## config.mk

```make
export PLATFORM = sky130hd
export DESIGN_NAME = ddo_mul
export DESIGN_NICKNAME = d
export VERILOG_FILES = /design/src/rtl/ddo_pkg.sv /design/src/rtl/ddo_mul.sv
export SDC_FILE = /design/constraint.sdc
export NUM_CORES = 2
export LEC_CHECK = 0
export BUFFER_PORTS_ARGS = -buffer_cell sky130_fd_sc_hd__buf_2
export CORE_UTILIZATION = 30
export CTS_CLUSTER_SIZE = 20
export DETAILED_ROUTE_END_ITERATION = 8
export GPL_ROUTABILITY_DRIVEN = 0
export PLACE_DENSITY = 0.53
export SLEW_MARGIN = 15
export SYNTH_ARGS = -nofsm -noshare
export SYNTH_HDL_FRONTEND = slang
export SYNTH_SLANG_ARGS = --single-unit
```

## constraint.sdc

```tcl
create_clock -name clk -period 9.01 [get_ports clk]
set_input_delay 1.802 -clock clk [delete_from_list [all_inputs] [get_ports clk]]
set_output_delay 1.802 -clock clk [all_outputs]
set_load 0.05 [all_outputs]
```

## src/rtl/ddo_pkg.sv

```systemverilog
// Shared types and constants for the differential drive odometry block.
package ddo_pkg;

    localparam int FRAC_BITS_DEF    = 16;
    localparam int CORDIC_STEPS_DEF = 16;
    localparam int SH_LIN           = 36;
    localparam int SH_TURN          = 20;

    localparam logic [63:0] PI_Q60       = 64'h3243F6A8885A308D;
    localparam logic [19:0] USEC_PER_SEC = 20'd1000000;

    typedef logic signed [33:0] crd_t;
    typedef logic [63:0]        mop_t;
    typedef logic [127:0]       mprod_t;

    typedef enum logic [1:0] {
        REG_TICKS    = 2'd0,
        REG_RADIUS_R = 2'd1,
        REG_RADIUS_L = 2'd2,
        REG_TREAD    = 2'd3
    } reg_idx_t;

    localparam crd_t GAIN_Q30 = 34'sd652032874;

    localparam logic [31:0] ATAN_BAM [32] = '{
        32'h20000000, 32'h12E4051E, 32'h09FB385B, 32'h051111D4, 32'h028B0D43, 32'h0145D7E1,
        32'h00A2F61E, 32'h00517C55, 32'h0028BE53, 32'h00145F2F, 32'h000A2F98, 32'h000517CC,
        32'h00028BE6, 32'h000145F3, 32'h0000A2FA, 32'h0000517D, 32'h000028BE, 32'h0000145F,
        32'h00000A30, 32'h00000518, 32'h0000028C, 32'h00000146, 32'h000000A3, 32'h00000051,
        32'h00000029, 32'h00000014, 32'h0000000A, 32'h00000005, 32'h00000003, 32'h00000001,
        32'h00000001, 32'h00000000
    };

endpackage

```

## src/rtl/ddo_mul.sv

```systemverilog
// Shared 64 by 64 bit multiplier built from four 32 by 32 bit partial products.
module ddo_mul
(
    input  logic            clk,
    input  logic            rst_n,
    input  logic            start,
    input  ddo_pkg::mop_t   a,
    input  ddo_pkg::mop_t   b,
    input  ddo_pkg::mprod_t init,
    output ddo_pkg::mprod_t prod,
    output logic            done
);

    logic [2:0]      cnt_reg;
    logic            busy_reg;
    logic            done_reg;
    logic [63:0]     pp_reg;
    logic [1:0]      sh_reg;
    ddo_pkg::mprod_t acc_reg;
    logic [31:0]     a_part;
    logic [31:0]     b_part;

    always_comb
    begin
        a_part = cnt_reg[0] ? a[63:32] : a[31:0];
        b_part = cnt_reg[1] ? b[63:32] : b[31:0];
    end

    always_ff @(posedge clk or negedge rst_n)
    begin
        if (!rst_n)
        begin
            cnt_reg  <= 3'd0;
            busy_reg <= 1'b0;
            done_reg <= 1'b0;
        end
        else if (start)
        begin
            cnt_reg  <= 3'd0;
            busy_reg <= 1'b1;
            done_reg <= 1'b0;
        end
        else if (busy_reg)
        begin
            cnt_reg <= cnt_reg + 3'd1;
            if (cnt_reg == 3'd4)
            begin
                busy_reg <= 1'b0;
                done_reg <= 1'b1;
            end
        end
        else
        begin
            done_reg <= 1'b0;
        end
    end

    always_ff @(posedge clk)
    begin
        if (start)
        begin
            acc_reg <= init;
        end
        else if (busy_reg)
        begin
            if (cnt_reg != 3'd4)
            begin
                pp_reg <= a_part * b_part;
                sh_reg <= {1'b0, cnt_reg[0]} + {1'b0, cnt_reg[1]};
            end
            if (cnt_reg != 3'd0)
            begin
                acc_reg <= acc_reg + (128'(pp_reg) << {sh_reg, 5'b0});
            end
        end
    end

    assign prod = acc_reg;
    assign done = done_reg;

endmodule

```

Word level (Yosys, flattened, before mapping). Index checks and enable logic that the tools add are counted. W data, S select, Z words.

Register bits after elaboration: 199. Input port bits: 259. Output and inout bits: 129.

Add/sub/neg operators: 3. Multipliers: 1. Equality and inequality tests: 3. Shift-type cells: 1. Muxes and demuxes: 13. Bitwise logic cells: 1. Reduce and logical (&&, ||, !) cells: 5.

Operators with widths (count): $mux W128 (3); $add A128 B128 Y128 (1); $shl A64 B7 Y128 (1); $mul A32 B32 Y64 (1); $mux W32 (2); $mux W1 (6); $mux W3 (2); $reduce_bool A2 Y1 (2); $add A3 B1 Y3 const B (1); $eq A3 B3 Y1 const B (1); $ne A3 B2 Y1 const B (1); $ne A3 B3 Y1 const B (1); $reduce_and A3 Y1 (1); $reduce_bool A3 Y1 (1); $add A1 B1 Y2 (1); $reduce_and A2 Y1 (1); $not A1 Y1 (1).

Longest topological paths before layout.
Depth in word-level cells: 5. Depth in mapped cells: 34. Mapped depth without buffers: 30.

Worst setup path before layout. Ideal clock, no wire load.

Path kind: input-to-reg. Start point: in a[48]. End point: reg pp_reg[63] (data pin). Setup time: 0.260 ns. Arrival time: 9.269 ns. Path slack: -0.519 ns. Stages: 29. Path buffers: 1. Cell sequence: mux2i_1 -> clkbuf_1 -> nor2_1 -> fa_1 -> inv_1 -> fa_1 -> fa_1 -> fa_1 -> inv_1 -> fa_1 -> inv_1 -> fa_1 -> inv_1 -> fa_1 -> inv_1 -> fa_1 -> inv_1 -> ha_1 -> and2_1 -> a221o_1 -> a2111oi_0 -> o31ai_1 -> a31oi_1 -> o2111ai_1 -> o211ai_1 -> o31ai_1 -> a31oi_1 -> o21bai_1 -> xnor2_1.

Cells in the longest elaborated chain, start to end: 2.

Ends and longest elaborated chain: start, declared (RTL line ddo_mul.sv:7) `input ddo_pkg::mop_t a,`; $mux W32 (RTL line ddo_mul.sv:25) `a_part = cnt_reg[0] ? a[63:32] : a[31:0];`; $mul A32 B32 Y64 (RTL line ddo_mul.sv:68) `pp_reg <= a_part * b_part;`; end signal, assigned (RTL line ddo_mul.sv:68); end, declared (RTL line ddo_mul.sv:17) `logic [63:0] pp_reg;`.

Every way passes these cells. A chain may end at the register's enable or synchronous reset.

Worst setup path after layout.
Start point: in a[15]. End point: reg pp_reg[45] (data pin).

Same word-level chain as after synthesis.

==> results.cfg <==
[die]
coreArea_um2 = 165000
start_util_pct = 30.2
die_y_um = 410
die_x_um = 410
rows = 149
die-area_um2 = 168000
io_pins = 388

[yosys]
ys_seq_area_share_pct = 11.9
yosys-top-cells-area = fa_1 (36%), edfxtp_1 (12%), ha_1 (9.8%)
synth_fa_ha_area_share_pct = 45.8
synth_compound_area_share_pct = 11.0
synth.avg_cell_area_um2 = 8.68
yosysTopAreaCellShare_pct = 36.0
synth_area_um2 = 49900
yosys.area_share.simple_pct = 15.0
synth_edf_count = 194
synth.area.mux_share_pct = 3.63
yosysMostFrequentCell = inv_1
netlist_instances = 5755
postSynthRegisterBits = 199
synth-main-ff-cell = edfxtp_1
yosys.area.top_type = fa_1
yosysWarnings = 0
synth_common_cells = inv_1 (942), fa_1 (897), nand2_1 (768), nor2_1 (751), ha_1 (392)
synth_top_family_by_area = adder cells
syn_nets = 7303
async_flop_share_pct = 2.51
synthXorXnorAreaFrac_pct = 3.19
synth_cell_types = 83

[route]
detail-route-antenna-nets = 0
via_per_inst = 5.13
first_pass_iters = 9
wl_per_cell_um = 23.9
vias = 44391
drt-initial-drc-count = 4654
wl_um = 207000
drcViolationCount = 169

[clock_network]
cts_sinks = 199
htree_levels = 4
clockRootBuffer = clkbuf_16
clock_latency_ps = 500
cts_hold_buf = 0
cts_tree = done
cts_buffer_depth = 2
cts_buffers = 17
clkSlewWorstSetupHoldPaths_ps = 80

[setup_path]
reg2reg_depth = 31
slowest_delay_ps = 620
crit_buf_inv = 9
cp-start-kind = input port
path_class = input port to register
critPathTopFamily = adder cells
regToRegEndpoint = pp_reg[45]
crit_path_start = a[15]
end_kind = register
critical_path_required_ps = 9260
worstSetupEndpoint = pp_reg[45]
rr_startpoint = cnt_reg[1]
cpMaxStageDelayCell = fa_1
crit_arrival_ps = 9230
crit_fanout = 6
cp.depth = 31
crit_top_cell = fa_1
r2r_setup_slack_ps = 360

[sta]
finClkSkew_ps = 19.4
setup_viol = 0
fmax_mhz = 111
maxSlewViolCount = 0
setup_ws_ps = 30.7
rsz0062_at_grt = yes
finalCriticalPeriod_ps = 8980
final_hold_viol_count = 0
relSlewSlack_pct = 24.9
tightest_slew_ps = 1100
fin_crit_sh_pct = 99.7
setup_tns_ps = 0

[global_routing]
grt_pass1_wl_um = 301000
antenna_found_initial = 4
grt_max_degree = 89
grt_usage_pct = 24.3
grt_pass1_vias = 45622
grt-ovfl-total = 0

[finish]
areaGrowthSynthToFinish_pct = 20.5
largest_reg_flops = 128
drive_above_1_share_pct = 19.1
nets = 7996
stdcell_area_um2 = 60200
fin_util_pct = 36.4

[place]
hpwlAfterDp_um = 179000
place_ws_ps = -718
place_area_um2 = 58700
port_buffers = 387

[worst_hold_path]
hold_class = register to register

[status]
violations = design-rule violations
status = finished with violations

[flow_run]
max_cap_viol_count = 0
## layer usage
metal | track usage, % | share of wire, %
met5 | 0 | 0.0082
met4 | 8.30 | 4.0
met3 | 4.63 | 9.4
met2 | 38.9 | 45
met1 | 32.7 | 42
## layout make-up
| class | count | area (µm²) |
|---|---|---|
| diodes | 2 | 5.00 |
| clock buffers | 17 | 425 |
| clock inverters | 14 | 169 |
| fillers | 17106 | 105000 |
| inverters | 942 | 3540 |
| multi-input cells | 4318 | 40000 |
| flip-flops and latches | 199 | 5960 |
| well taps | 2189 | 2740 |
| repair buffers | 970 | 7300 |
## worst reg2reg max path, delay by kind of cell (launching register included)
kind / cells / cell delay (ps)
AND/OR/NAND/NOR: 3 / 280
buffers and inverters: 9 / 920
flip-flops: 1 / 720
XOR/XNOR: 1 / 100
adder cells (fa/ha/maj): 9 / 4370
AO/OA/AOI/OAI: 8 / 1700
multiplexers: 1 / 290
## cells by family (layout without fill, tap and decap cells)
| logic type | Yosys count | in the layout |
|---|---|---|
| XOR/XNOR | 182 | 182 |
| buffers and inverters | 1238 | 1943 |
| flip-flops | 199 | 199 |
| AND/OR/NAND/NOR | 1811 | 1811 |
| multiplexers | 172 | 172 |
| AO/OA/AOI/OAI | 864 | 864 |
| adder cells (fa/ha/maj) | 1289 | 1289 |
| other | 0 | 2 |
## layout by cell type, fill, tap and decap left out, types with 51 or more instances in the layout
cell      instances
a21o_1          107
a21oi_1         232
buf_12           68
buf_2           377
buf_4           497
edfxtp_1        194
fa_1            880
ha_1            389
inv_1           932
mux2_2           63
mux2i_1          52
nand2_1         767
nand4_1          75
nor2_1          744
o21ai_0         210
o21bai_1         51
xnor2_1         110
xor2_1           71
## worst min path at each step
| stage | start | end | slack (ps) | depth (start not counted) |
|---|---|---|---|---|
| 6_report | busy_reg | busy_reg | 640 | 2 |
| 5_1_grt | done | done | 650 | 2 |
| 4_1_cts | busy_reg | busy_reg | 640 | 2 |
| 3_5_place_dp | busy_reg | busy_reg | 610 | 2 |
| 3_3_place_gp | busy_reg | busy_reg | 590 | 2 |
| 2_1_floorplan | cnt_reg[2] | cnt_reg[2] | 560 | 2 |
## what timing repair did
item	CTS	global route
buffers inserted	0	36
setup endpoints to repair	12	26
pin swaps	6	71
resized for setup	14	122
hold endpoints to repair	0	0
## stage by stage
step	cells	hold WS (ps)
after global placement	8583	592
after detailed placement	8583	605
after global routing	8649	648
after CTS	8614	640
after floorplan	5755	560
final	8651	642
Power is not shown: default switching activity piles up to over one toggle a cycle in this logic, so the estimate is an artifact.
