### src/rtl/ddo_pkg.sv
// Shared types and constants for the differential drive odometry block.
package ddo_pkg;

    localparam int FRAC_BITS_DEF    = 16;
    localparam int CORDIC_STEPS_DEF = 16;
    localparam int SH_LIN           = 36;
    localparam int SH_TURN          = 20;

    localparam logic [63:0] PI_Q60       = 64'h3243F6A8885A308D;
    localparam logic [19:0] USEC_PER_SEC = 20'd1000000;

    typedef logic signed [33:0] crd_t;
    typedef logic [63:0]        mop_t;
    typedef logic [127:0]       mprod_t;

    typedef enum logic [1:0] {
        REG_TICKS    = 2'd0,
        REG_RADIUS_R = 2'd1,
        REG_RADIUS_L = 2'd2,
        REG_TREAD    = 2'd3
    } reg_idx_t;

    localparam crd_t GAIN_Q30 = 34'sd652032874;

    localparam logic [31:0] ATAN_BAM [32] = '{
        32'h20000000, 32'h12E4051E, 32'h09FB385B, 32'h051111D4, 32'h028B0D43, 32'h0145D7E1,
        32'h00A2F61E, 32'h00517C55, 32'h0028BE53, 32'h00145F2F, 32'h000A2F98, 32'h000517CC,
        32'h00028BE6, 32'h000145F3, 32'h0000A2FA, 32'h0000517D, 32'h000028BE, 32'h0000145F,
        32'h00000A30, 32'h00000518, 32'h0000028C, 32'h00000146, 32'h000000A3, 32'h00000051,
        32'h00000029, 32'h00000014, 32'h0000000A, 32'h00000005, 32'h00000003, 32'h00000001,
        32'h00000001, 32'h00000000
    };

endpackage

### src/rtl/ddo_div.sv
// Restoring divider that produces one quotient bit per cycle.
module ddo_div #(
    parameter int NUM_W = 92
)
(
    input  logic             clk,
    input  logic             rst_n,
    input  logic             start,
    input  logic [NUM_W-1:0] num,
    input  ddo_pkg::mop_t    den,
    output logic [NUM_W-1:0] quo,
    output logic             done
);

    localparam int CNT_W = $clog2(NUM_W);

    logic [63:0]      rem_reg;
    logic [NUM_W-1:0] num_reg;
    logic [NUM_W-1:0] quo_reg;
    logic [CNT_W-1:0] cnt_reg;
    logic             busy_reg;
    logic             done_reg;
    logic [64:0]      trial;
    logic [64:0]      diff;
    logic             fits;

    always_comb
    begin
        trial = {rem_reg, num_reg[NUM_W-1]};
        diff  = trial - {1'b0, den};
        fits  = (trial >= {1'b0, den});
    end

    always_ff @(posedge clk or negedge rst_n)
    begin
        if (!rst_n)
        begin
            cnt_reg  <= '0;
            busy_reg <= 1'b0;
            done_reg <= 1'b0;
        end
        else if (start)
        begin
            cnt_reg  <= '0;
            busy_reg <= 1'b1;
            done_reg <= 1'b0;
        end
        else if (busy_reg)
        begin
            cnt_reg <= cnt_reg + 1'b1;
            if (cnt_reg == CNT_W'(NUM_W - 1))
            begin
                busy_reg <= 1'b0;
                done_reg <= 1'b1;
            end
        end
        else
        begin
            done_reg <= 1'b0;
        end
    end

    always_ff @(posedge clk)
    begin
        if (start)
        begin
            rem_reg <= 64'd0;
            num_reg <= num;
        end
        else if (busy_reg)
        begin
            rem_reg <= fits ? diff[63:0] : trial[63:0];
            num_reg <= num_reg << 1;
            quo_reg <= {quo_reg[NUM_W-2:0], fits};
        end
    end

    assign quo  = quo_reg;
    assign done = done_reg;

endmodule

### config.mk
export PLATFORM = sky130hd
export DESIGN_NAME = ddo_div
export DESIGN_NICKNAME = d
export VERILOG_FILES = /design/src/rtl/ddo_pkg.sv /design/src/rtl/ddo_div.sv
export SDC_FILE = /design/constraint.sdc
export NUM_CORES = 1
export LEC_CHECK = 0
export BUFFER_PORTS_ARGS = -buffer_cell sky130_fd_sc_hd__buf_4
export CORE_MARGIN = 4
export CORE_UTILIZATION = 35
export DETAILED_ROUTE_END_ITERATION = 6
export PLACE_DENSITY = 0.64
export SETUP_SLACK_MARGIN = 0.05
export SYNTH_ARGS = -nofsm -noshare
export SYNTH_HDL_FRONTEND = slang
export SYNTH_SLANG_ARGS = --single-unit
### constraint.sdc
create_clock -name clk -period 9 [get_ports clk]
set_input_delay 1.8 -clock clk [delete_from_list [all_inputs] [get_ports clk]]
set_output_delay 1.8 -clock clk [all_outputs]
set_load 0.02 [all_outputs]
**Word level (Yosys, flattened, before mapping)**

Index checks and enable logic that the tools add are counted.

- Bits in registers: 257
- Bits in latches: 0
- Bits in writable memories: 0
- Bits in read-only memories: 0
- Bits of input ports: 159
- Output and inout port bits: 93
- Word-level logic and storage cells: 25
- Memories: 0

- Add/sub/neg operators: 2
- Multipliers: 0
- Div/mod/pow operators: 0
- $lt $le $gt $ge: 1
- Eq/ne operators: 2
- Shift-type cells: 0
- Muxes and demuxes: 11
- Bitwise operators: 1
- Reduce and logical (&&, ||, !) cells: 2

Operators by type and width:

| operator | number |
|---|---|
| $mux W92 | 2 |
| $ge A65 B64 Y1 | 1 |
| $mux W64 | 1 |
| $sub A64 B64 Y64 | 1 |
| $mux W7 | 2 |
| $add A7 B1 Y7 const B | 1 |
| $eq A7 B7 Y1 const B | 1 |
| $mux W1 | 6 |
| $ne A3 B2 Y1 const B | 1 |
| $reduce_and A2 Y1 | 1 |
| $reduce_bool A2 Y1 | 1 |
| $not A1 Y1 | 1 |

**Logic depth before layout (Yosys ltp)**

Gate-level depths: netlist (run 1).

- Depth after elaboration: 4
- Mapped depth: 16
- Depth with buffers taken out: 13

**Worst setup path before layout (run 1)**

No wires, ideal clock.

- Path kind: input to register
- From: in start
- To: reg rem_reg[59]
- Setup time: 76 ps
- Arrival: 4950 ps
- Required time: 8924 ps
- Slack: 3974 ps
- Stages: 6
- Buffers on the path: 1
- Path through: clkbuf_1 > nand2b_1 > inv_1 > nand2_1 > a211o_1 > o22ai_1

RTL lines:

| what | RTL line | RTL |
|---|---|---|
| start: declaration | ddo_div.sv:8 | `input logic start,` |
| end signal: assignment | ddo_div.sv:72 | `rem_reg <= fits ? diff[63:0] : trial[63:0];` |
| end: declaration | ddo_div.sv:17 | `logic [63:0] rem_reg;` |

**Final worst setup path (run 1)**

- From: in den[22]
- To: reg rem_reg[59]

- Longest elaborated chain between the ends: 2

Ends and longest elaborated chain:

| what | RTL line | RTL |
|---|---|---|
| start: declaration | ddo_div.sv:10 | `input ddo_pkg::mop_t den,` |
| $sub A64 B64 Y64 / $ge A65 B64 Y1 (equally long branches) | ddo_div.sv:30, ddo_div.sv:31 |  |
| $mux W64 (*) | ddo_div.sv:72 |  |

Mark *: on every way between the ends. The rest lies on a longest branch, timed or not.
A chain may end at the register's enable or synchronous reset.

==> results of run 1 <==
[cell usage in the layout (no fill, tap or decap), types with 20 or more instances in the layout]
cell type                   netlist  layout
sky130_fd_sc_hd__nor2_1         101     101
sky130_fd_sc_hd__dfxtp_1         64      64
sky130_fd_sc_hd__nand2_1        157     157
sky130_fd_sc_hd__a21oi_1         93      93
sky130_fd_sc_hd__clkbuf_16        0      29
sky130_fd_sc_hd__xor2_1          20      20
sky130_fd_sc_hd__edfxtp_1       184     184
sky130_fd_sc_hd__a21o_1          25      25
sky130_fd_sc_hd__inv_1           86      84
sky130_fd_sc_hd__ha_1            65      65
sky130_fd_sc_hd__mux2_2          92      92
sky130_fd_sc_hd__nand4_1         23      23
sky130_fd_sc_hd__a311oi_1        35      35
sky130_fd_sc_hd__o21ai_0         59      59
sky130_fd_sc_hd__xnor2_1         42      42
sky130_fd_sc_hd__buf_4            3     257
[worst max-delay path: cells and delay by family]
family | cells | cell delay (ns)
compound gates | 7 | 1.66
fa+ha+maj | 1 | 0.43
buf+inv | 3 | 0.92
simple gates | 3 | 0.97
[through the flow]
| step | utilization | total power (W) | setup slack [ns] |
|---|---|---|---|
| after floorplan | - | 0.00300 | 3.97 |
| after global placement | 0.415 | 0.00338 | 3.25 |
| after detailed placement | 0.415 | 0.00341 | 3.13 |
| after CTS | 0.438 | 0.00457 | 3.74 |
| after global routing | 0.438 | 0.00485 | 3.39 |
| final | 0.438 | 0.00455 | 3.73 |
[how the worst min path moves through the flow]
| stage | start | end | slack, ns | cells after the start |
|---|---|---|---|---|
| floorplan | rem_reg[38]$_SDFFE_PP0P_ | rem_reg[38]$_SDFFE_PP0P_ | 0.45 | 2 |
| global placement | quo[51]$_DFFE_PP_ | quo[52]$_DFFE_PP_ | 0.43 | 0 |
| detailed placement | quo[47]$_DFFE_PP_ | quo[48]$_DFFE_PP_ | 0.44 | 0 |
| CTS | quo[49]$_DFFE_PP_ | quo[50]$_DFFE_PP_ | 0.43 | 0 |
| global route | quo[46]$_DFFE_PP_ | quo[47]$_DFFE_PP_ | 0.46 | 0 |
| finish | quo[49]$_DFFE_PP_ | quo[50]$_DFFE_PP_ | 0.44 | 0 |
[layer usage]
| layer | share of wire | up-vias | track usage | wire length [microns] |
|---|---|---|---|---|
| met5 | 0 | - | 0 | 0 |
| met4 | 0.015 | 0 | 0.0324 | 580 |
| met3 | 0.068 | 42 | 0.0360 | 2540 |
| met2 | 0.47 | 361 | 0.269 | 17400 |
| met1 | 0.45 | 5141 | 0.226 | 16900 |
| li1 | - | 5265 | - | - |
[layout make-up]
type	count	area, sq um
Timing Repair Buffer	258	1940
Clock buffer	34	744
Clock inverter	19	159
Inverter	87	330
Fill cell	3678	21900
Tap cell	518	648
Multi-Input combinational cell	905	6240
Sequential cell	257	7040
[report_power, final]
group / switching [W] / internal (W) / leakage [nW]
sequential: 0.000129 / 0.00147 / 2.39
combinational: 0.00108 / 0.000736 / 4.07
clock: 0.000490 / 0.000649 / 0.438
total: 0.00170 / 0.00285 / 6.90
[logic make-up (layout without fill, tap and decap cells)]
group	count (synthesis)	after routing	synth area share
AO/OA/AOI/OAI	328	328	0.158
flip-flops	257	257	0.505
AND/OR/NAND/NOR	347	347	0.110
buffers and inverters	158	398	0.0476
XOR/XNOR	62	62	0.0390
multiplexers	102	102	0.0815
adder cells (fa/ha/maj)	66	66	0.0598
==> results_tabular.tex, run 1 <==
\begin{tabular}{lr}
\hline
Metric & Value \\
\hline
\multicolumn{2}{l}{\textbf{CTS}} \\
Deepest clock path buffer count & 3 \\
Cts-stage hold buffer count & 0 \\
Clock tree root driver cell & sky130\_fd\_sc\_hd\_\_clkbuf\_16 \\
Number of CTS-inserted buffers & 29 \\
Number of clock sinks & 257 \\
Resized cells post-CTS & 0 \\
Buffers inserted by post-CTS timing repair & 0 \\
TritonCTS clock tree & yes \\
Clock transition time at the flip-flop clock pins of the worst setup and hold paths & 0.06 ns \\
H-tree levels & 1 \\
Clock network latency to the later pin of the worst-skew pair & 0.58 ns \\
\multicolumn{2}{l}{\textbf{STA}} \\
Final-report max-slew violation count & 0 \\
Post-route clock skew & 0.0289 ns \\
Final hold slack & 0.436 ns \\
Timing-limited maximum frequency & 0.190 GHz \\
Unrepaired setup endpoints after global routing & no \\
Share of the cycle needed by the critical path after routing & 0.585 \\
Slew of the pin with the lowest slew margin & 1.14 ns \\
Max\_slew headroom & 0.240 \\
Count of endpoints failing hold in the final timing report & 0 \\
Period minus WS final & 5.27 ns \\
Setup-violating endpoint count in the final report & 0 \\
Setup TNS after final layout & 0 ns \\
\multicolumn{2}{l}{\textbf{Die}} \\
Area of the core region & 39000 sq um \\
Row cnt & 72 \\
Die extent in x & 208 microns \\
Boundary Pins & 252 \\
Die Area & 43100 sq um \\
Effective utilization at floorplan & 0.357 \\
Chip height & 208 microns \\
\multicolumn{2}{l}{\textbf{Worst setup path}} \\
Cells traversed along the worst timing path & buf\_4 -> inv\_1 -> ha\_1 -> nand4\_1 -> nor4\_1 -> o21ai\_1 -> a311oi\_1 -> a311oi\_1 -> o31a\_1 -> o21a\_2 -> inv\_2 -> nand2\_1 -> a211o\_1 -> o22ai\_1 \\
Worst reg2reg endpoint & rem\_reg[59]\$\_SDFFE\_PP0P\_ \\
Most frequent cell on the critical path & sky130\_fd\_sc\_hd\_\_a311oi\_1 \\
CP max stage cell & sky130\_fd\_sc\_hd\_\_inv\_2 \\
FF-to-FF setup slack & 4.72 ns \\
Critical path data required time & 9.50 ns \\
Critical path class & in -> reg \\
Critical path fanouts, max & 57 \\
Worst reg-to-reg path cell count & 12 \\
Source of the critical timing path & den[22] \\
Kind of start point of the critical path & input port \\
Startpoint of the worst-slack reg-to-reg timing path & rem\_reg[20]\$\_SDFFE\_PP0P\_ \\
Type of element capturing the critical path & flop \\
Arrival time of data at the critical path endpoint & 5.77 ns \\
Largest stage delay on the critical path & 0.81 ns \\
Worst setup endpoint & rem\_reg[59]\$\_SDFFE\_PP0P\_ \\
\multicolumn{2}{l}{\textbf{Synthesis}} \\
Library cell occupying the most area in the post-synthesis netlist & sky130\_fd\_sc\_hd\_\_edfxtp\_1 \\
Async set or reset register ratio after synthesis & 0.0350 \\
Register area share after synthesis & 0.505 \\
Main area contributors after synthesis & sky130\_fd\_sc\_hd\_\_edfxtp\_1 (40\%), sky130\_fd\_sc\_hd\_\_dfxtp\_1 (9.2\%), sky130\_fd\_sc\_hd\_\_mux2\_2 (7.4\%), sky130\_fd\_sc\_hd\_\_ha\_1 (5.8\%), sky130\_fd\_sc\_hd\_\_nand2\_1 (4.2\%) \\
Average instance area after synthesis & 10.6 sq um \\
Post-synthesis instance total & 1320 \\
Total of warnings raised by yosys & 0 \\
Number of library cell types mapped by synthesis & 69 \\
Mapped Nets & 1545 \\
Netlist area before placement & 13900 sq um \\
Predominant post-synthesis flop cell & sky130\_fd\_sc\_hd\_\_edfxtp\_1 \\
Synthesis-stage register bit count & 257 \\
Most common library cells after synthesis & sky130\_fd\_sc\_hd\_\_edfxtp\_1 (184), sky130\_fd\_sc\_hd\_\_nand2\_1 (157), sky130\_fd\_sc\_hd\_\_nor2\_1 (101), sky130\_fd\_sc\_hd\_\_a21oi\_1 (93), sky130\_fd\_sc\_hd\_\_mux2\_2 (92) \\
Area share of the largest cell type after synthesis & 0.397 \\
Cell with the most instances after synthesis & sky130\_fd\_sc\_hd\_\_edfxtp\_1 \\
Number of flops mapped to enable cells by yosys & 184 \\
\multicolumn{2}{l}{\textbf{Min path}} \\
Worst hold path type & reg -> reg \\
\multicolumn{2}{l}{\textbf{Power and ir drop}} \\
Peak supply drop & 0.153 mV \\
Power per cell area & 266 nW/um\^{}2 \\
Static leakage & 6.90 nW \\
\multicolumn{2}{l}{\textbf{Global routing}} \\
Maximum number of pins on one net before global-route repair & 103 \\
Wire length of the first global-routing pass & 58300 microns \\
Initial antenna violation count & 0 \\
GRT Resource Usage Total & 0.164 \\
Via count of the first global-routing pass & 10392 \\
Sum of overflow across all layers after global routing & 0 \\
\multicolumn{2}{l}{\textbf{Layout}} \\
Synth-to-Final Area Change & 22.7\% \\
Net total in the final layout & 1763 \\
Number of standard cells in the layout, taps in and fillers out & 2078 \\
Share of final-layout standard cells stronger than drive strength 1 & 0.261 \\
Antenna cells & 0 \\
Final design instance area without fill & 17100 sq um \\
\multicolumn{2}{l}{\textbf{Detailed routing}} \\
Length of the first detailed-routing pass in iterations & 5 \\
Total DRC errors in the routed layout & 0 \\
Number of vias after detailed routing & 10809 \\
Count of nets left with antenna violations after detail routing & 0 \\
Initial DRC count & 655 \\
Via count normalized by instance count & 5.20 \\
Average wire per standard cell & 18.0 microns \\
Final routed wirelength across all metal layers & 37500 microns \\
\multicolumn{2}{l}{\textbf{Outcome}} \\
Status & completed \\
\multicolumn{2}{l}{\textbf{Placed design}} \\
Instance count after placement with tap cells included & 2025 \\
Post-place instance area & 16200 sq um \\
Total of buffers placed on input and output ports & 251 \\
Routability congestion estimate & 0.879 \\
DP Wirelength & 27200 microns \\
\multicolumn{2}{l}{\textbf{Run}} \\
Number of maximum-capacitance constraint violations & 0 \\
\hline
\end{tabular}
Power figures use the tool's default switching activity.
==> run 2: changes to the inputs <==
- ABC_AREA: unset -> 1
- clock period: 9 -> 4.95 ns (I/O delays scaled with it)
==> run 2 against run 1 <==
Count of clock-buffer cells in the layout stayed put; critical path type unchanged; non-clock buffer count grew 5; largest cell class is now multi-input gates; largest power group unchanged; highest routed layer unchanged; die area is 18% higher; core utilization shrank 0.93 points; worst hold slack worse by 0.21 ns.
==> results_tabular.tex, run 2 <==
\begin{tabular}{lr}
\hline
Metric & Value \\
\hline
\multicolumn{2}{l}{\textbf{Placed design}} \\
Total of buffers placed on input and output ports & 251 (unchanged) \\
Routability congestion estimate & 1.03 (+18\%) \\
Instance count after placement with tap cells included & 3143 (+55\%) \\
DP Wirelength & 41000 microns (+51\%) \\
\multicolumn{2}{l}{\textbf{STA}} \\
Share of the cycle needed by the critical path after routing & 0.647 \\
Count of endpoints failing hold in the final timing report & 0 (unchanged) \\
Setup TNS after final layout & 0 ns (unchanged) \\
Max\_slew headroom & 0.369 (+0.129) \\
Slew of the pin with the lowest slew margin & 0.947 ns (-0.192 ns) \\
Unrepaired setup endpoints after global routing & no \\
Final-report max-slew violation count & 0 (unchanged) \\
Period minus WS final & 3.20 ns \\
Timing-limited maximum frequency & 0.312 GHz \\
Post-route clock skew & 0.0157 ns (-0.0132 ns) \\
Setup-violating endpoint count in the final report & 0 (unchanged) \\
\multicolumn{2}{l}{\textbf{Power and ir drop}} \\
Clock share of power & 0.231 (-0.019) \\
Gate power share & 0.475 (+0.076) \\
Peak supply drop & 0.439 mV (+190\%) \\
Net Sw Power & 0.00424 W (+150\%) \\
Pint & 0.00567 W (+99\%) \\
Power per cell area & 495 nW/um\^{}2 (+86\%) \\
Static leakage & 10.7 nW (+56\%) \\
Sw Share & 0.428 (+0.0549) \\
Power share of the sequential group & 0.294 (-0.057) \\
\multicolumn{2}{l}{\textbf{Synthesis}} \\
Number of library cell types mapped by synthesis & 40 (-42\%) \\
Proportion of synthesized area in mux cells & 0 (-0.0815) \\
Post-synthesis instance total & 2327 (+76\%) \\
Main area contributors after synthesis & sky130\_fd\_sc\_hd\_\_edfxtp\_1 (33\%), sky130\_fd\_sc\_hd\_\_nand2\_1 (23\%), sky130\_fd\_sc\_hd\_\_inv\_1 (9.9\%), sky130\_fd\_sc\_hd\_\_dfxtp\_1 (7.8\%), sky130\_fd\_sc\_hd\_\_ha\_1 (4.9\%) \\
Simple-gate area share of the yosys netlist & 0.351 (+0.241) \\
Netlist area before placement & 16500 sq um (+19\%) \\
Async set or reset register ratio after synthesis & 0.0350 (unchanged) \\
Predominant post-synthesis flop cell & sky130\_fd\_sc\_hd\_\_edfxtp\_1 \\
Area share of the largest cell type after synthesis & 0.334 (-0.0622) \\
Most common library cells after synthesis & sky130\_fd\_sc\_hd\_\_nand2\_1 (997), sky130\_fd\_sc\_hd\_\_inv\_1 (436), sky130\_fd\_sc\_hd\_\_edfxtp\_1 (184), sky130\_fd\_sc\_hd\_\_nand3\_1 (131), sky130\_fd\_sc\_hd\_\_nor2\_1 (91) \\
Number of flops mapped to enable cells by yosys & 184 (unchanged) \\
Dominant combinational cell family by area after synthesis & simple AND/OR/NAND/NOR gates \\
Post-synthesis adder-cell area fraction & 0.0504 (-0.00938) \\
Total of warnings raised by yosys & 0 (unchanged) \\
Mapped Nets & 2552 (+65\%) \\
XOR/XNOR share of the synthesized area & 0.0164 (-0.0225) \\
Library cell occupying the most area in the post-synthesis netlist & sky130\_fd\_sc\_hd\_\_edfxtp\_1 \\
Cell with the most instances after synthesis & sky130\_fd\_sc\_hd\_\_nand2\_1 \\
Average instance area after synthesis & 7.10 sq um (-33\%) \\
Synthesis-stage register bit count & 257 (unchanged) \\
Register area share after synthesis & 0.425 (-0.0792) \\
Compound-gate portion of the synthesized area & 0.0367 (-0.121) \\
\multicolumn{2}{l}{\textbf{Worst setup path}} \\
Type of element capturing the critical path & flop \\
Critical path data required time & 5.37 ns (-4.13 ns) \\
Critical path fanouts, max & 65 (+14\%) \\
Startpoint of the worst-slack reg-to-reg timing path & rem\_reg[51]\$\_SDFFE\_PP0P\_ \\
Critical path class & in -> reg \\
Source of the critical timing path & den[52] \\
Arrival time of data at the critical path endpoint & 3.63 ns (-2.14 ns) \\
Kind of start point of the critical path & input port \\
\multicolumn{2}{l}{\textbf{Detailed routing}} \\
Via count normalized by instance count & 4.74 (-8.9\%) \\
Final routed wirelength across all metal layers & 52200 microns (+39\%) \\
Number of vias after detailed routing & 15154 (+40\%) \\
Average wire per standard cell & 16.3 microns (-9.6\%) \\
Total DRC errors in the routed layout & 0 (unchanged) \\
Length of the first detailed-routing pass in iterations & 6 (+1) \\
Count of nets left with antenna violations after detail routing & 0 (unchanged) \\
Initial DRC count & 1067 (+63\%) \\
\multicolumn{2}{l}{\textbf{Min path}} \\
Worst hold path type & in -> async \\
\multicolumn{2}{l}{\textbf{Layout}} \\
Most frequent cells in the layout & sky130\_fd\_sc\_hd\_\_nand2\_1 (997), sky130\_fd\_sc\_hd\_\_inv\_1 (434), sky130\_fd\_sc\_hd\_\_buf\_4 (261), sky130\_fd\_sc\_hd\_\_edfxtp\_1 (184), sky130\_fd\_sc\_hd\_\_nand3\_1 (131) \\
Net total in the final layout & 2793 (+58\%) \\
Share of final-layout standard cells stronger than drive strength 1 & 0.152 (-0.109) \\
Most common cell after layout, fill and taps aside & sky130\_fd\_sc\_hd\_\_nand2\_1 \\
Synth-to-Final Area Change & 21.1\% \\
Number of filler cells placed in the layout & 4860 (+32\%) \\
Antenna cells & 0 (unchanged) \\
Number of standard cells in the layout, taps in and fillers out & 3199 (+54\%) \\
\multicolumn{2}{l}{\textbf{CTS}} \\
TritonCTS clock tree & yes \\
Clock tree root driver cell & sky130\_fd\_sc\_hd\_\_clkbuf\_16 \\
Clock transition time at the flip-flop clock pins of the worst setup and hold paths & 0.06 ns (about the same) \\
Deepest clock path buffer count & 3 (unchanged) \\
Number of clock sinks & 257 (unchanged) \\
Clock network latency to the later pin of the worst-skew pair & 0.59 ns (about the same) \\
Number of CTS-inserted buffers & 30 (+3.4\%) \\
Buffers inserted by post-CTS timing repair & 0 (unchanged) \\
H-tree levels & 1 (unchanged) \\
Resized cells post-CTS & 0 (unchanged) \\
Cts-stage hold buffer count & 0 (unchanged) \\
\multicolumn{2}{l}{\textbf{Global routing}} \\
Wire length of the first global-routing pass & 80000 microns (+37\%) \\
GRT Resource Usage Total & 0.198 (+0.0340) \\
Initial antenna violation count & 0 (unchanged) \\
Sum of overflow across all layers after global routing & 0 (unchanged) \\
Via count of the first global-routing pass & 14531 (+40\%) \\
Maximum number of pins on one net before global-route repair & 97 (-5.8\%) \\
\multicolumn{2}{l}{\textbf{Die}} \\
Die Area & 50800 sq um (+18\%) \\
Boundary Pins & 252 (unchanged) \\
Row cnt & 79 (+9.7\%) \\
Area of the core region & 46700 sq um (+20\%) \\
Chip height & 225 microns (+8.6\%) \\
Die extent in x & 225 microns (+8.6\%) \\
Effective utilization at floorplan & 0.354 (-0.00299) \\
\multicolumn{2}{l}{\textbf{Run}} \\
Number of maximum-capacitance constraint violations & 0 (unchanged) \\
\multicolumn{2}{l}{\textbf{Outcome}} \\
Status & completed \\
\hline
\end{tabular}
## run 2: final timing paths
check                                      endpoint  slack (ns)  cells past startpoint
min in group clk                  quo[40]$_DFFE_PP_        0.45                      0
max in group asynchronous          done$_DFFE_PN0P_        4.58                      1
hold / removal               cnt_reg[5]$_DFFE_PN0P_        0.23                      1
hold reg to reg                   quo[40]$_DFFE_PP_        0.45                      0
setup reg to reg           rem_reg[16]$_SDFFE_PP0P_        1.94                     14
setup / recovery           rem_reg[16]$_SDFFE_PP0P_        1.75                     16
## run 2: cell type report
class	count	area (sq um)	area share
inverter	446	1680	0.0838
sequential	257	7030	0.351
clock inverter	22	260	0.0130
clock buffer	34	766	0.0383
multi-input combinational	1570	7520	0.376
tap	607	759	0.0379
timing repair buffer	263	2000	0.0999
## run 2: cell families after synthesis
| family | count (synthesis) |
|---|---|
| buf+inv | 500 |
| xor+xnor | 31 |
| flops | 257 |
| compound gates | 112 |
| simple gates | 1361 |
| fa+ha+maj | 66 |
## run 2: per-stage QoR
step                setup WS [ns]  hold slack, ns  total power, W  area, sq um  utilization
global route                 1.51           0.203          0.0107        20000        0.429
floorplan                   0.137           0.443         0.00636        16500            -
finish                       1.75           0.228         0.00991        20000        0.429
global placement             1.24           0.436         0.00757        19000        0.407
detailed placement           1.21           0.440         0.00762        19000        0.407
CTS                          1.83           0.193         0.00997        20000        0.429
## run 2: worst max-delay path: stages
cell and delay, ns:
sky130_fd_sc_hd__buf_4 0.08, sky130_fd_sc_hd__inv_1 0.06, sky130_fd_sc_hd__ha_1 0.41, sky130_fd_sc_hd__nand2_1 0.18
sky130_fd_sc_hd__inv_1 0.05, sky130_fd_sc_hd__nand2_1 0.06, sky130_fd_sc_hd__nand2_1 0.07, sky130_fd_sc_hd__nand2_1 0.06
sky130_fd_sc_hd__nand2_1 0.12, sky130_fd_sc_hd__a21oi_1 0.18, sky130_fd_sc_hd__nand2_1 0.10, sky130_fd_sc_hd__nor2_4 0.12
sky130_fd_sc_hd__buf_4 0.73, sky130_fd_sc_hd__nand3_2 0.12, sky130_fd_sc_hd__nand3_1 0.13, sky130_fd_sc_hd__o21ai_0 0.10
## run 2: per-layer routing
metal,share of wire,track usage
met3,0.079,0.0376
met5,0,0
met2,0.45,0.320
met4,0.031,0.0624
met1,0.44,0.271
## run 2: power by group through the flow
stage	Sequential, W	Clock, W	Combinational [W]
after floorplan	0.00293	0	0.00343
after global placement	0.00293	0	0.00464
after detailed placement	0.00294	0	0.00468
after CTS	0.00291	0.00236	0.00470
after global routing	0.00295	0.00244	0.00531
final	0.00291	0.00229	0.00471
