[config.mk]
export PLATFORM = sky130hd
export DESIGN_NAME = ddo_cordic
export DESIGN_NICKNAME = d
export VERILOG_FILES = /design/src/rtl/ddo_pkg.sv /design/src/rtl/ddo_cordic.sv
export SDC_FILE = /design/constraint.sdc
export NUM_CORES = 1
export LEC_CHECK = 0
export ABC_AREA = 1
export BUFFER_PORTS_ARGS = -buffer_cell sky130_fd_sc_hd__buf_2
export CAP_MARGIN = 30
export CORE_ASPECT_RATIO = 1.4
export CORE_UTILIZATION = 35
export CTS_CLUSTER_DIAMETER = 50
export DETAILED_ROUTE_END_ITERATION = 12
export SETUP_SLACK_MARGIN = 0.3
export SLEW_MARGIN = 20
export SYNTH_ARGS = -nofsm -noshare
export SYNTH_HDL_FRONTEND = slang
export SYNTH_SLANG_ARGS = --single-unit
[constraint.sdc]
create_clock -name clk -period 6.2 [get_ports clk]
set_input_delay 1.86 -clock clk [delete_from_list [all_inputs] [get_ports clk]]
set_output_delay 1.86 -clock clk [all_outputs]
set_load 0.005 [all_outputs]
[src/rtl/ddo_pkg.sv]
// Shared types and constants for the differential drive odometry block.
package ddo_pkg;

    localparam int FRAC_BITS_DEF    = 16;
    localparam int CORDIC_STEPS_DEF = 16;
    localparam int SH_LIN           = 36;
    localparam int SH_TURN          = 20;

    localparam logic [63:0] PI_Q60       = 64'h3243F6A8885A308D;
    localparam logic [19:0] USEC_PER_SEC = 20'd1000000;

    typedef logic signed [33:0] crd_t;
    typedef logic [63:0]        mop_t;
    typedef logic [127:0]       mprod_t;

    typedef enum logic [1:0] {
        REG_TICKS    = 2'd0,
        REG_RADIUS_R = 2'd1,
        REG_RADIUS_L = 2'd2,
        REG_TREAD    = 2'd3
    } reg_idx_t;

    localparam crd_t GAIN_Q30 = 34'sd652032874;

    localparam logic [31:0] ATAN_BAM [32] = '{
        32'h20000000, 32'h12E4051E, 32'h09FB385B, 32'h051111D4, 32'h028B0D43, 32'h0145D7E1,
        32'h00A2F61E, 32'h00517C55, 32'h0028BE53, 32'h00145F2F, 32'h000A2F98, 32'h000517CC,
        32'h00028BE6, 32'h000145F3, 32'h0000A2FA, 32'h0000517D, 32'h000028BE, 32'h0000145F,
        32'h00000A30, 32'h00000518, 32'h0000028C, 32'h00000146, 32'h000000A3, 32'h00000051,
        32'h00000029, 32'h00000014, 32'h0000000A, 32'h00000005, 32'h00000003, 32'h00000001,
        32'h00000001, 32'h00000000
    };

endpackage

[src/rtl/ddo_cordic.sv]
// Iterative CORDIC that yields cosine and sine of a binary angle in Q30.
module ddo_cordic #(
    parameter int STEPS = 16
)
(
    input  logic          clk,
    input  logic          rst_n,
    input  logic          start,
    input  logic [31:0]   heading,
    output ddo_pkg::crd_t cs,
    output ddo_pkg::crd_t sn,
    output logic          done
);

    localparam int CW = $clog2(STEPS + 1);
    localparam ddo_pkg::crd_t QUARTER = 34'sd1073741824;
    localparam ddo_pkg::crd_t HALF    = 34'sd2147483648;

    ddo_pkg::crd_t x_reg;
    ddo_pkg::crd_t y_reg;
    ddo_pkg::crd_t z_reg;
    logic          flip_reg;
    logic [CW-1:0] cnt_reg;
    logic          busy_reg;
    logic          done_reg;
    ddo_pkg::crd_t z0;
    ddo_pkg::crd_t zf;
    logic          flip_c;
    ddo_pkg::crd_t xs;
    ddo_pkg::crd_t ys;
    ddo_pkg::crd_t at;
    logic [4:0]    idx;

    always_comb
    begin
        z0     = {{2{heading[31]}}, heading};
        zf     = z0;
        flip_c = 1'b0;
        if (z0 > QUARTER)
        begin
            zf     = z0 - HALF;
            flip_c = 1'b1;
        end
        else if (z0 < -QUARTER)
        begin
            zf     = z0 + HALF;
            flip_c = 1'b1;
        end
        idx = 5'(cnt_reg);
        xs  = x_reg >>> cnt_reg;
        ys  = y_reg >>> cnt_reg;
        at  = $signed({2'b00, ddo_pkg::ATAN_BAM[idx]});
    end

    always_ff @(posedge clk or negedge rst_n)
    begin
        if (!rst_n)
        begin
            cnt_reg  <= '0;
            busy_reg <= 1'b0;
            done_reg <= 1'b0;
        end
        else if (start)
        begin
            cnt_reg  <= '0;
            busy_reg <= 1'b1;
            done_reg <= 1'b0;
        end
        else if (busy_reg)
        begin
            if (cnt_reg == CW'(STEPS))
            begin
                busy_reg <= 1'b0;
                done_reg <= 1'b1;
            end
            else
            begin
                cnt_reg <= cnt_reg + 1'b1;
            end
        end
        else
        begin
            done_reg <= 1'b0;
        end
    end

    always_ff @(posedge clk)
    begin
        if (start)
        begin
            x_reg    <= ddo_pkg::GAIN_Q30;
            y_reg    <= '0;
            z_reg    <= zf;
            flip_reg <= flip_c;
        end
        else if (busy_reg && (cnt_reg != CW'(STEPS)))
        begin
            if (!z_reg[33])
            begin
                x_reg <= x_reg - ys;
                y_reg <= y_reg + xs;
                z_reg <= z_reg - at;
            end
            else
            begin
                x_reg <= x_reg + ys;
                y_reg <= y_reg - xs;
                z_reg <= z_reg + at;
            end
        end
    end

    assign cs   = flip_reg ? -x_reg : x_reg;
    assign sn   = flip_reg ? -y_reg : y_reg;
    assign done = done_reg;

endmodule

### After elaboration in Yosys (flattened, before gate mapping)

Memories as Yosys holds them, arrays and structs flattened.
Index checks and enable logic that the tools add are counted.

* word-level logic and storage cells: 54
* RAM bits: 0
* flip-flop bits (word level): 110
* input port bits: 35
* memory bits (read-only): 1024
* output and inout bits: 69
* latch bits: 0
* memories kept: 1

Memory list
* (name not given): depth 32, width 32, read ports 1, clocked after Yosys merged registers in 0, wr ports 0, RTL line ddo_cordic.sv:52 `at = $signed({2'b00, ddo_pkg::ATAN_BAM[idx]});`

* reduce and logical (&&, ||, !) cells: 4
* shift operators: 2
* div/mod/pow operators: 0
* multiplexer cells: 21
* equality and inequality tests: 4
* add/subtract/negate cells: 11
* bitwise operators: 1
* $mul: 0
* magnitude comparators: 3

Operators by type and width (number)
* $mux 34: 9
* $add 34x34->34: 2
* $neg 34->34: 2
* $sshr 34x5->34: 2
* $sub 34x34->34: 2
* $mux 32: 2
* $add 32x33->34 const B: 1
* $add 34x33->34: 1
* $sub 32x33->34 const B: 1
* $sub 34x33->34: 1
* $gt 32x32->1 const B: 1
* $lt 32x31->1 const B: 1
* $mux 5: 3
* $mux 1: 7
* $ge 6x6->1 const B: 1
* $not 5->6: 1
* $add 5x1->5 const B: 1
* $eq 5x5->1 const B: 1
* $ne 5x5->1 const B: 1
* $reduce_bool 2->1: 2
* $ne 3x2->1 const B: 1
* $ne 2x2->1 const B: 1
* $reduce_and 2->1: 1
* $logic_and 1x1->1: 1

### Longest topological paths before layout

Gate-level depths: netlist of the first run.

* depth in word-level cells: 8
* depth in mapped cells: 37

### Worst setup path after synthesis of the first run

Ideal clock, no wire load.

* path kind: register to register
* start point: reg cnt_reg[1]
* end point: reg z_reg[33] (data pin)
* path slack: 1546 ps
* arrival: 4392 ps
* required time: 5938 ps
* clock period less this slack: 4654 ps
* stages on the path, launching flop included: 29
* cell sequence: dfrtp_1 buf_2 inv_2 buf_2 ha_1 o21ai_1 inv_1 o21ai_1 o21ai_0 a31oi_1 ha_1 nand2_1 nor2_2 nand4_1 nor2_2 nand2_1 o31ai_4 xor2_1 ha_1 a21oi_1 inv_1 a31oi_1 o221ai_1 a21oi_1 nand2_1 a21oi_1 inv_1 nor3_1 o21ai_0

* cells in the longest elaborated chain, start to end: 8
* elaborated cells on any way between the ends: 9
* those cells by class: add/sub: 2; mux: 5; bitwise: 1; memory: 1

RTL lines
* start, declared: RTL line ddo_cordic.sv:23 `logic [CW-1:0] cnt_reg;`
* start signal, assigned: RTL line ddo_cordic.sv:78 `cnt_reg <= cnt_reg + 1'b1;`
* $not 5->6 (implied by the code) *: RTL line ddo_cordic.sv:52
* $mem_v2 32x32 *
* $mux 32 (implied by the code) * (2 in a row): RTL line ddo_cordic.sv:52
* $sub 34x33->34 / $add 34x33->34 (equally long branches): RTL line ddo_cordic.sv:102, ddo_cordic.sv:108
* $mux 34 *: RTL line ddo_cordic.sv:98 `if (!z_reg[33])`
* $mux 34 *: RTL line ddo_cordic.sv:96 `else if (busy_reg && (cnt_reg != CW'(STEPS)))`
* $mux 34 *: RTL line ddo_cordic.sv:89 `if (start)`
* end signal, assigned: RTL line ddo_cordic.sv:93 `z_reg <= zf;`
* end signal, assigned: RTL line ddo_cordic.sv:102 `z_reg <= z_reg - at;`
* end signal, assigned: RTL line ddo_cordic.sv:108 `z_reg <= z_reg + at;`
* end, declared: RTL line ddo_cordic.sv:21 `ddo_pkg::crd_t z_reg;`

Every way passes the cells marked *; elsewhere a longest branch is shown, timed or not. The select of a mux whose other input is x is not followed.
A chain may end at the register's enable or synchronous reset.

### Worst setup path in the final report of the first run

* start point: reg y_reg[1]
* end point: out sn[32]

* cells in the longest elaborated chain, start to end: 2

RTL lines
* start, declared: RTL line ddo_cordic.sv:20 `ddo_pkg::crd_t y_reg;`
* start signal, assigned: RTL line ddo_cordic.sv:101 `y_reg <= y_reg + xs;`
* start signal, assigned: RTL line ddo_cordic.sv:107 `y_reg <= y_reg - xs;`
* $neg 34->34: RTL line ddo_cordic.sv:114 `assign sn = flip_reg ? -y_reg : y_reg;`
* $mux 34: RTL line ddo_cordic.sv:114
* end, declared: RTL line ddo_cordic.sv:11 `output ddo_pkg::crd_t sn,`

Every way passes these cells.

==> metrics.md, run 1 <==
| Metric | Value |
|---|---|
| TritonRoute pass-1 iters | 6 |
| Ranking of synthesized cells by area | nand2_1, nand3_1, ha_1 |
| Antenna violation net count after detailed routing | 0 |
| Die height | approximately 270 µm |
| Chip width | roughly 190 µm |
| Initial Utilization | 35.5% |
| Die area | 50600 µm² |
| Status | finished clean |
| CTS buffer count | 9 |
| Critical Path Max Stage Delay | 0.37 ns |
| Family with the most delay on the worst path | simple AND/OR/NAND/NOR gates |
| Synth Warn # | 0 |
| Final min period | 5.40 ns |
| Clock tree buffer depth | 2 |
| Total global-route track usage | around 25% |
| Fill cells | roughly 5600 |
| Max Cap Viol | 0 |
| Synth cell count leaders | nand2_1, nand3_1, inv_1 |
| Detailed Route Iter0 Violations | 1568 |
| Final #Nets | 3194 |
| Post-cts resize count | 0 |
| Reg2reg setup slack | ~0.83 ns |
| Synth Instances | approximately 3000 |
| Syn_nets | 3154 |
| CTS hold repair buffers | 0 |
| Setup TNS Final | 0 ns |
| Max-slew violation count | 0 |
| Hold Crit Start | x_reg[0] |
| Top-count cell post-synth | nand2_1 |
| IO Count | between 100 and 150 |
| Global-route wire length before repair | 99.6 mm |
| Reg2Reg Launch Point | cnt_reg[0] |
| DRC | 0 |
| GPL Wtd Cong | 1.00 |
| # port buffers | 103 |
| Crit-path slowest cell | dfxtp_1 |
| Final Hold Fails | 0 |
| Yosys top cell by area | nand2_1 |
| Synth async-reset ratio | 6.36% |
| EDFF count, synth | 35 |
| Fin crit share | 87.2% |
| Critical R2R Capture | z_reg[30] |
| Initial antenna violation count | 0 |
| FF-to-FF path depth | 24 |
| Netlist cell types | 61 |
| Critical path class | register to output port |
| RSZ-0062 raised after global routing | false |
| Synth Cell Area | 17400 µm² |
| Worst min-delay path class | register to register |
| Slew @ Worst Pin | around 0.94 ns |
| Flip-flop and latch count after synthesis | between 100 and 150 |
| Top cell by count, worst path | nand2_1 |
| Vias in the first global route | 18500 |
| Cell Chain, Critical Path | inv_1, ha_1, nand3_1, nor3_1, nand2_1, nor3_1, nand3_1, nand2_1, nand2_1, nor2_1, nand2_1, nor2_1, o21ai_0, a21oi_1, xor2_1, buf_2 |
| Via count | 19800 |
| CP max FO | 5 |
| Worst hold path depth | 2 |
| # diodes | 0 |
| H-tree Lvls | 3 |
| Root Buffer | clkbuf_16 |
| Top-area cell type share of the netlist area | 18.7% |
| Crit path buf inv count | 2 |
| Slew margin rel. | 37.4% |
| Seq/Total Area, Yosys | between 10% and 20% |
| Synth-to-Final Area Change | 8.36% |
| Clock latency on the worst-skew pair | between 0.4 and 0.5 ns |
| Crit path arrival time | about 3.5 ns |
| Core ar. | a little under 50000 µm² |
| FP Rows | between 90 and 100 |
| Worst setup SP type | register |
| Total grt overflow | 0 |
| HPWL after DPL | 51.4 mm |
| Vias/cell | around 5.4 |
| Mapped Avg Cell Area | 5.80 µm² |
| Clock sinks | 110 |
| Synth Flop Type | dfxtp_1 |
| CTS tree | yes |
| Clk_skew | 0.0122 ns |
| Final setup viols | 0 |
| Hold endpoint | x_reg[0] |
| Largest net degree at the start of global routing | 80 |
| Routed Wire Length | 64.2 mm |
| Critical Path RT | 4.34 ns |
| CTS clock-pin slew for the worst setup and hold paths | 0.08 ns |
| Final Util | 38.5% |
| Setup bufs post-CTS | 0 |
| Setup crit end kind | output port |
| Share of layout cells above drive strength 1 | 8.63% |
| WL/cell | 17.4 µm |
| Fmax | approximately 0.19 GHz |
[worst max path at each step]
stage	start	end	slack [ns]	cells after the start
6_report	y_reg[1]	sn[32]	0.80	16
5_1_grt	cnt_reg[0]	z_reg[28]	0.31	27
3_5_place_dp	cnt_reg[0]	z_reg[30]	0.89	24
3_3_place_gp	cnt_reg[0]	z_reg[30]	0.95	24
2_1_floorplan	cnt_reg[1]	z_reg[33]	1.55	28
4_1_cts	x_reg[1]	cs[32]	0.75	16
[worst min-delay path, stage by stage, from the launching register on]
cell and delay, ns:
dfxtp_1 0.36, inv_1 0.09, o21ai_1 0.06
[cell type report]
class / instances / area, µm² / share of cell area [%]
flip-flops and latches: 110 / 2590 / 13.7
repair buffers: 151 / 971 / 5.15
multi-input cells: 2460 / 13000 / 69.2
clock buffers: 11 / 243 / 1.29
well taps: 637 / 797 / 4.23
clock inverters: 5 / 42.5 / 0.226
inverters: 310 / 1160 / 6.18
[layer usage]
layer / part of all wire (%) / up-vias / routed length, µm / global-route usage, %
met1: 41 / 9062 / 26300 / 28.9
met3: 3.7 / 172 / 2370 / 2.12
met2: 50 / 584 / 31900 / 44.8
li1: - / 10000 / - / -
met4: 5.8 / 0 / 3750 / 15.2
met5: 0 / - / 0 / 0
[layout by cell type (no fill, tap or decap), types with 4 or more instances in the layout]
cell type  instances
nand2_1          869
nand3_1          408
inv_1            286
nor2_1           257
a21oi_1          154
o21ai_0          147
xor2_1           132
ha_1             114
buf_2            103
dfxtp_1           68
xnor2_1           55
nor3_1            42
buf_4             41
edfxtp_1          35
a31oi_1           28
o22ai_1           28
or2_2             28
o21ai_1           25
inv_2             20
nand4_1           18
nor4_1            15
a21o_1            15
nand2_2           14
nor2_2            12
o21a_1            11
o211ai_1           9
o21bai_1           9
clkbuf_16          9
a22oi_1            7
nand3b_1           7
nor3_2             6
o31ai_1            6
buf_12             6
a221oi_1           5
dfrtp_2            4
[cell families (layout without fill, tap and decap cells)]
group                    count (synthesis)  in the layout  synth area share, %
flip-flops                             110            110                 14.9
adder cells (fa/ha/maj)                117            117                 8.54
XOR/XNOR                               187            187                 9.41
AND/OR/NAND/NOR                       1689           1689                 41.6
AO/OA/AOI/OAI                          467            467                 15.3
buffers and inverters                  432            477                 10.2
[through the flow]
step	worst slack [ns]	cell area, µm²	cells	hold WS (ns)
floorplan	1.55	17400	3002	0.491
global placement	0.946	18500	3667	0.546
detailed placement	0.890	18600	3668	0.550
CTS	0.748	18900	3684	0.560
global route	0.315	18900	3684	0.604
finish	0.796	18900	3684	0.562
Power of run 1 is left out: the tool's default activity adds up to more than one toggle a clock period on the data nets, which glitch-free logic cannot reach.
==> run 2: changes to the inputs <==
BUFFER_PORTS_ARGS = -buffer_cell sky130_fd_sc_hd__clkbuf_2   (was -buffer_cell sky130_fd_sc_hd__buf_2)
CORE_ASPECT_RATIO = default   (was 1.4)
==> run 2 against run 1 <==
Fmax is 0.85% lower. Routed wire length down 1.7%. Critical path depth stayed put. Hold slack got worse by 0.039 ns. Setup slack worse by 0.046 ns. Sequential share of layout area is essentially flat.
==> metrics.md, run 2 (synthesized netlist as in run 1, its figures left out) <==
| Metric | Value |
|---|---|
| Status | finished clean |
| Commonest non-fill, non-tap cell in the layout | nand2_1 |
| Most frequent cells in the layout | nand2_1, nand3_1, inv_1, nor2_1, a21oi_1 |
| Clk_skew | 0.0153 ns |
| # port buffers | 103 |
| Initial Utilization | 35.5% |
| H-tree Lvls | 3 |
| Initial antenna violation count | 0 |
| Clock tree buffer depth | 2 |
| Slew margin rel. | 41.1% |
| Die area | between 50000 and 60000 µm² |
| IO Count | 104 |
| Max-slew violation count | 0 |
| FP Rows | 81 |
| Fmax | between 0.15 and 0.2 GHz |
| CTS tree | yes |
| Detailed Route Iter0 Violations | 1872 |
| HPWL after DPL | around 51 mm |
| Final worst slack | 0.750 ns |
| FF-to-FF path depth | 33 |
| Reg2reg setup slack | between 0.7 and 0.8 ns |
| Final setup viols | 0 |
| Vias/cell | between 5 and 6 |
| Min Hold Slack | about 0.52 ns |
| Reg2Reg Launch Point | cnt_reg[1] |
| Hold Crit Start | done |
| Worst hold path depth | 2 |
| CTS buffer count | 9 |
| # diodes | 0 |
| Final #Nets | about 3200 |
| Worst min-delay path class | register to register |
| Fin crit share | 87.9% |
| Vias in the first global route | between 15000 and 20000 |
| Largest net degree at the start of global routing | 72 |
| Crit path arrival time | 3.59 ns |
| Chip width | 225 µm |
| Slew @ Worst Pin | around 0.9 ns |
| Final Util | 38.5% |
| Total global-route track usage | 24.8% |
| Setup TNS Final | 0 ns |
| WL/cell | 17.0 µm |
| Cell Chain, Critical Path | inv_1, ha_1, inv_1, nor3_1, nand3_1, nor3_2, nand3_1, nor3_1, nand2_1, nor3_1, a21oi_1, nor2_1, o21ai_1, a21oi_1, xnor2_1, clkbuf_2 |
| Critical R2R Capture | x_reg[33] |
| RSZ-0062 raised after global routing | true |
| Critical Path Max Stage Delay | 0.43 ns |
| Top cell by count, worst path | nor3_1 |
| GPL Wtd Cong | 1.00 |
| Pre-CTS setup slack | 0.701 ns |
| Crit-path slowest cell | dfxtp_1 |
| Worst setup SP type | register |
| Root Buffer | clkbuf_16 |
| Via count | just under 20000 |
| TritonRoute pass-1 iters | 6 |
| Global-route wire length before repair | 99.2 mm |
| CTS clock-pin slew for the worst setup and hold paths | around 0.090 ns |
| Critical path class | register to output port |
| Routed Wire Length | 63.2 mm |
| Total grt overflow | 0 |
| Die height | 225 µm |
| DRC | 0 |
| Synth-to-Final Area Change | 8.30% |
| Max Cap Viol | 0 |
| Antenna violation net count after detailed routing | 0 |
| Share of layout cells above drive strength 1 | 8.61% |
| CP max FO | 5 |
| Hold endpoint | done |
| Core ar. | ~50000 µm² |
| Clock sinks | 110 |
| Final min period | between 5 and 6 ns |
| Setup crit end kind | output port |
| Clock latency on the worst-skew pair | 0.41 ns |
| Final Hold Fails | 0 |
| CTS hold repair buffers | 0 |
| Critical Path RT | 4.34 ns |
[run 2: cell types whose count changed in the layout (fill, tap and decap cells not counted), sizes merged]
cell,change
clkinvlp,+1
clkbuf,+102
buf,-109
bufinv,+1
[run 2: how the worst max path moves through the flow]
stage | startpoint | to | slack, ns | depth (start not counted)
after floorplan | cnt_reg[1] | z_reg[33] | 1.55 | 28
after global routing | cnt_reg[1] | y_reg[31] | 0.28 | 30
after CTS | y_reg[1] | sn[32] | 0.64 | 16
after detailed placement | cnt_reg[1] | z_reg[30] | 0.70 | 26
after global placement | cnt_reg[1] | z_reg[30] | 0.71 | 26
final | x_reg[1] | cs[32] | 0.75 | 16
[run 2: repair_timing]
item	4_1_cts	5_1_grt
resized for setup	0	9
setup endpoints to repair	0	15
buffers inserted	0	2
[run 2: layout make-up]
class	instances	area [µm²]
clock buffers	9	225
clock inverters	7	63.8
fillers	5573	30100
inverters	310	1170
multi-input cells	2460	13100
flip-flops and latches	110	2590
well taps	664	831
repair buffers	146	907
[run 2: per-layer routing]
layer  vias up  share of wire [%]  routed length (µm)  track usage [%]
met5         -                  0                   0                0
met4         0                3.0                1880             7.64
met3       104                5.4                3390             2.44
met2       679                 46               29200             42.0
met1      8911                 45               28700             33.1
li1      10000                  -                   -                -
[run 2: per-stage QoR]
| step | cells | cell area, µm² |
|---|---|---|
| final | 3706 | 18800 |
| after global routing | 3706 | 18800 |
| after CTS | 3704 | 18800 |
| after detailed placement | 3688 | 18500 |
| after global placement | 3688 | 18500 |
| after floorplan | 3002 | 17400 |
[run 2: worst max-delay path: cells and delay by family (launching register included)]
kind                     cells  cell delay [ns]
AND/OR/NAND/NOR              8             1.54
buffers and inverters        3             0.42
XOR/XNOR                     1             0.14
AO/OA/AOI/OAI                3             0.50
flip-flops                   1             0.43
adder cells (fa/ha/maj)      1             0.18
Power of run 2 is left out for the same reason.
==> run 3: changes to the inputs <==
CORE_MARGIN = 4   (was default)
CTS_BUF_LIST = sky130_fd_sc_hd__clkbuf_4   (was default)
CTS_CLUSTER_SIZE = 30   (was default)
==> run 3 against run 2 <==
Count of clock-buffer cells in the layout up 1. First-iteration DRC count down 0.48%. Non-clock buffer count down 8. Hold slack better by 0.042 ns. Clock skew up 0.023 ns. Critical endpoint unchanged.
==> metrics.md, run 3 (synthesized netlist as in run 1, its figures left out) <==
| Metric | Value |
|---|---|
| Final min period | 5.48 ns |
| Initial antenna violation count | 1 |
| Share of layout cells above drive strength 1 | 8.40% |
| Final worst slack | 0.724 ns |
| HPWL after DPL | 50.1 mm |
| Fill cells | 5569 |
| Clk_skew | around 0.038 ns |
| Global-route wire length before repair | ~100 mm |
| Slew @ Worst Pin | 0.754 ns |
| TritonRoute pass-1 iters | 6 |
| Final #Nets | 3181 |
| Min Hold Slack | 0.565 ns |
| Antenna violation net count after detailed routing | 0 |
| Root Buffer | clkbuf_4 |
| Fmax | 0.183 GHz |
| CTS tree | yes |
| Commonest non-fill, non-tap cell in the layout | nand2_1 |
| Die height | 231 µm |
| FP Rows | 81 |
| Most frequent cells in the layout | nand2_1, nand3_1, inv_1, nor2_1, a21oi_1 |
| Critical Path RT | 4.34 ns |
| Core ar. | 49100 µm² |
| CTS hold repair buffers | 0 |
| Slew margin rel. | 49.4% |
| Detailed Route Iter0 Violations | between 1500 and 2000 |
| Final setup viols | 0 |
| Clock latency on the worst-skew pair | 0.65 ns |
| CTS clock-pin slew for the worst setup and hold paths | 0.17 ns |
| CTS buffer count | 9 |
| Critical path class | register to output port |
| WL/cell | 17.1 µm |
| CP max FO | 5 |
| DRC | 0 |
| Crit path arrival time | 3.62 ns |
| Footprint of the multi-input gates | 13100 µm² |
| Fin crit share | 88.3% |
| Worst setup SP type | register |
| Clock sinks | 110 |
| Setup TNS Final | 0 ns |
| Final Hold Fails | 0 |
| Pre-CTS setup slack | 0.669 ns |
| # port buffers | about 100 |
| Reg area | 2590 µm² |
| Status | finished clean |
| Worst min-delay path class | register to register |
| Largest net degree at the start of global routing | 80 |
| Total global-route track usage | 23.2% |
| Via count | 19800 |
| Synth-to-Final Area Change | 7.26% |
| Chip width | 231 µm |
| GPL Wtd Cong | approximately 1.0 |
| Initial Utilization | 35.5% |
| Total grt overflow | 0 |
| Clock tree buffer depth | 2 |
| Routed Wire Length | 63.2 mm |
| Max Cap Viol | 0 |
| H-tree Lvls | 3 |
| Vias in the first global route | 18300 |
| IO Count | 104 |
| RSZ-0062 raised after global routing | false |
| Setup crit end kind | output port |
| Max-slew violation count | 0 |
| Die area | 53300 µm² |
| Vias/cell | ~5.4 |
-- run 3: changes by cell type in the layout (fill, tap and decap cells not counted), sizes merged --
cell,change
clkinv,-1
diode,+1
clkinvlp,-2
inv,+2
buf,-7
-- run 3: final timing paths --
| check | slack, ns | end | startpoint | cells after the start |
|---|---|---|---|---|
| worst max-delay path | 0.72 | cs[32] | x_reg[1] | 16 |
| worst min-delay path | 0.56 | done | done | 2 |
| worst max register to register | 0.75 | y_reg[31] | cnt_reg[1] | 27 |
| worst min register to register | 0.56 | done | done | 2 |
| max in group asynchronous | 4.94 | cnt_reg[1] | rst_n | 1 |
| min in group asynchronous | 1.06 | done | rst_n | 1 |
-- run 3: final cells by class --
class | instances | share of cell area, %
multi-input combinational | 2460 | 70.0
sequential | 110 | 13.9
inverter | 310 | 6.25
timing repair buffer | 138 | 4.59
tap | 664 | 4.45
clock inverter | 6 | 0.409
clock buffer | 10 | 0.402
antenna | 1 | 0.0134
-- run 3: per-stage QoR --
stage / area, µm² / util (%) / cells
3_3_place_gp: 18500 / 37.7 / 3682
5_1_grt: 18700 / 38.0 / 3699
2_1_floorplan: 17400 / - / 3002
3_5_place_dp: 18500 / 37.7 / 3682
4_1_cts: 18600 / 38.0 / 3698
6_report: 18700 / 38.0 / 3699
-- run 3: per-layer routing --
metal / track usage (%) / share of wire, % / up-vias
met2: 38.7 / 46 / 705
met1: 31.6 / 45 / 9000
met3: 2.60 / 5.8 / 105
met5: 0 / 0 / -
met4: 6.67 / 2.7 / 0
li1: - / - / 9981
-- run 3: what timing repair did --
action | in CTS | in global routing
buffers inserted | 0 | 0
setup endpoints to repair | 0 | 10
gates resized for setup | 0 | 8
-- run 3: critical path, cell delays in order, from the launching register on --
cell and delay, ns:
dfxtp_1 0.44, inv_1 0.20, ha_1 0.18, inv_1 0.05, nor3_1 0.18, nand3_1 0.16
nor3_2 0.17, nand3_1 0.12, nor3_1 0.22, nand2_1 0.15, nor3_2 0.22, a21oi_1 0.15
nor2_1 0.19, o21ai_1 0.13, a21oi_1 0.16, xnor2_1 0.14, clkbuf_2 0.14
Power of run 3 is left out for the same reason.
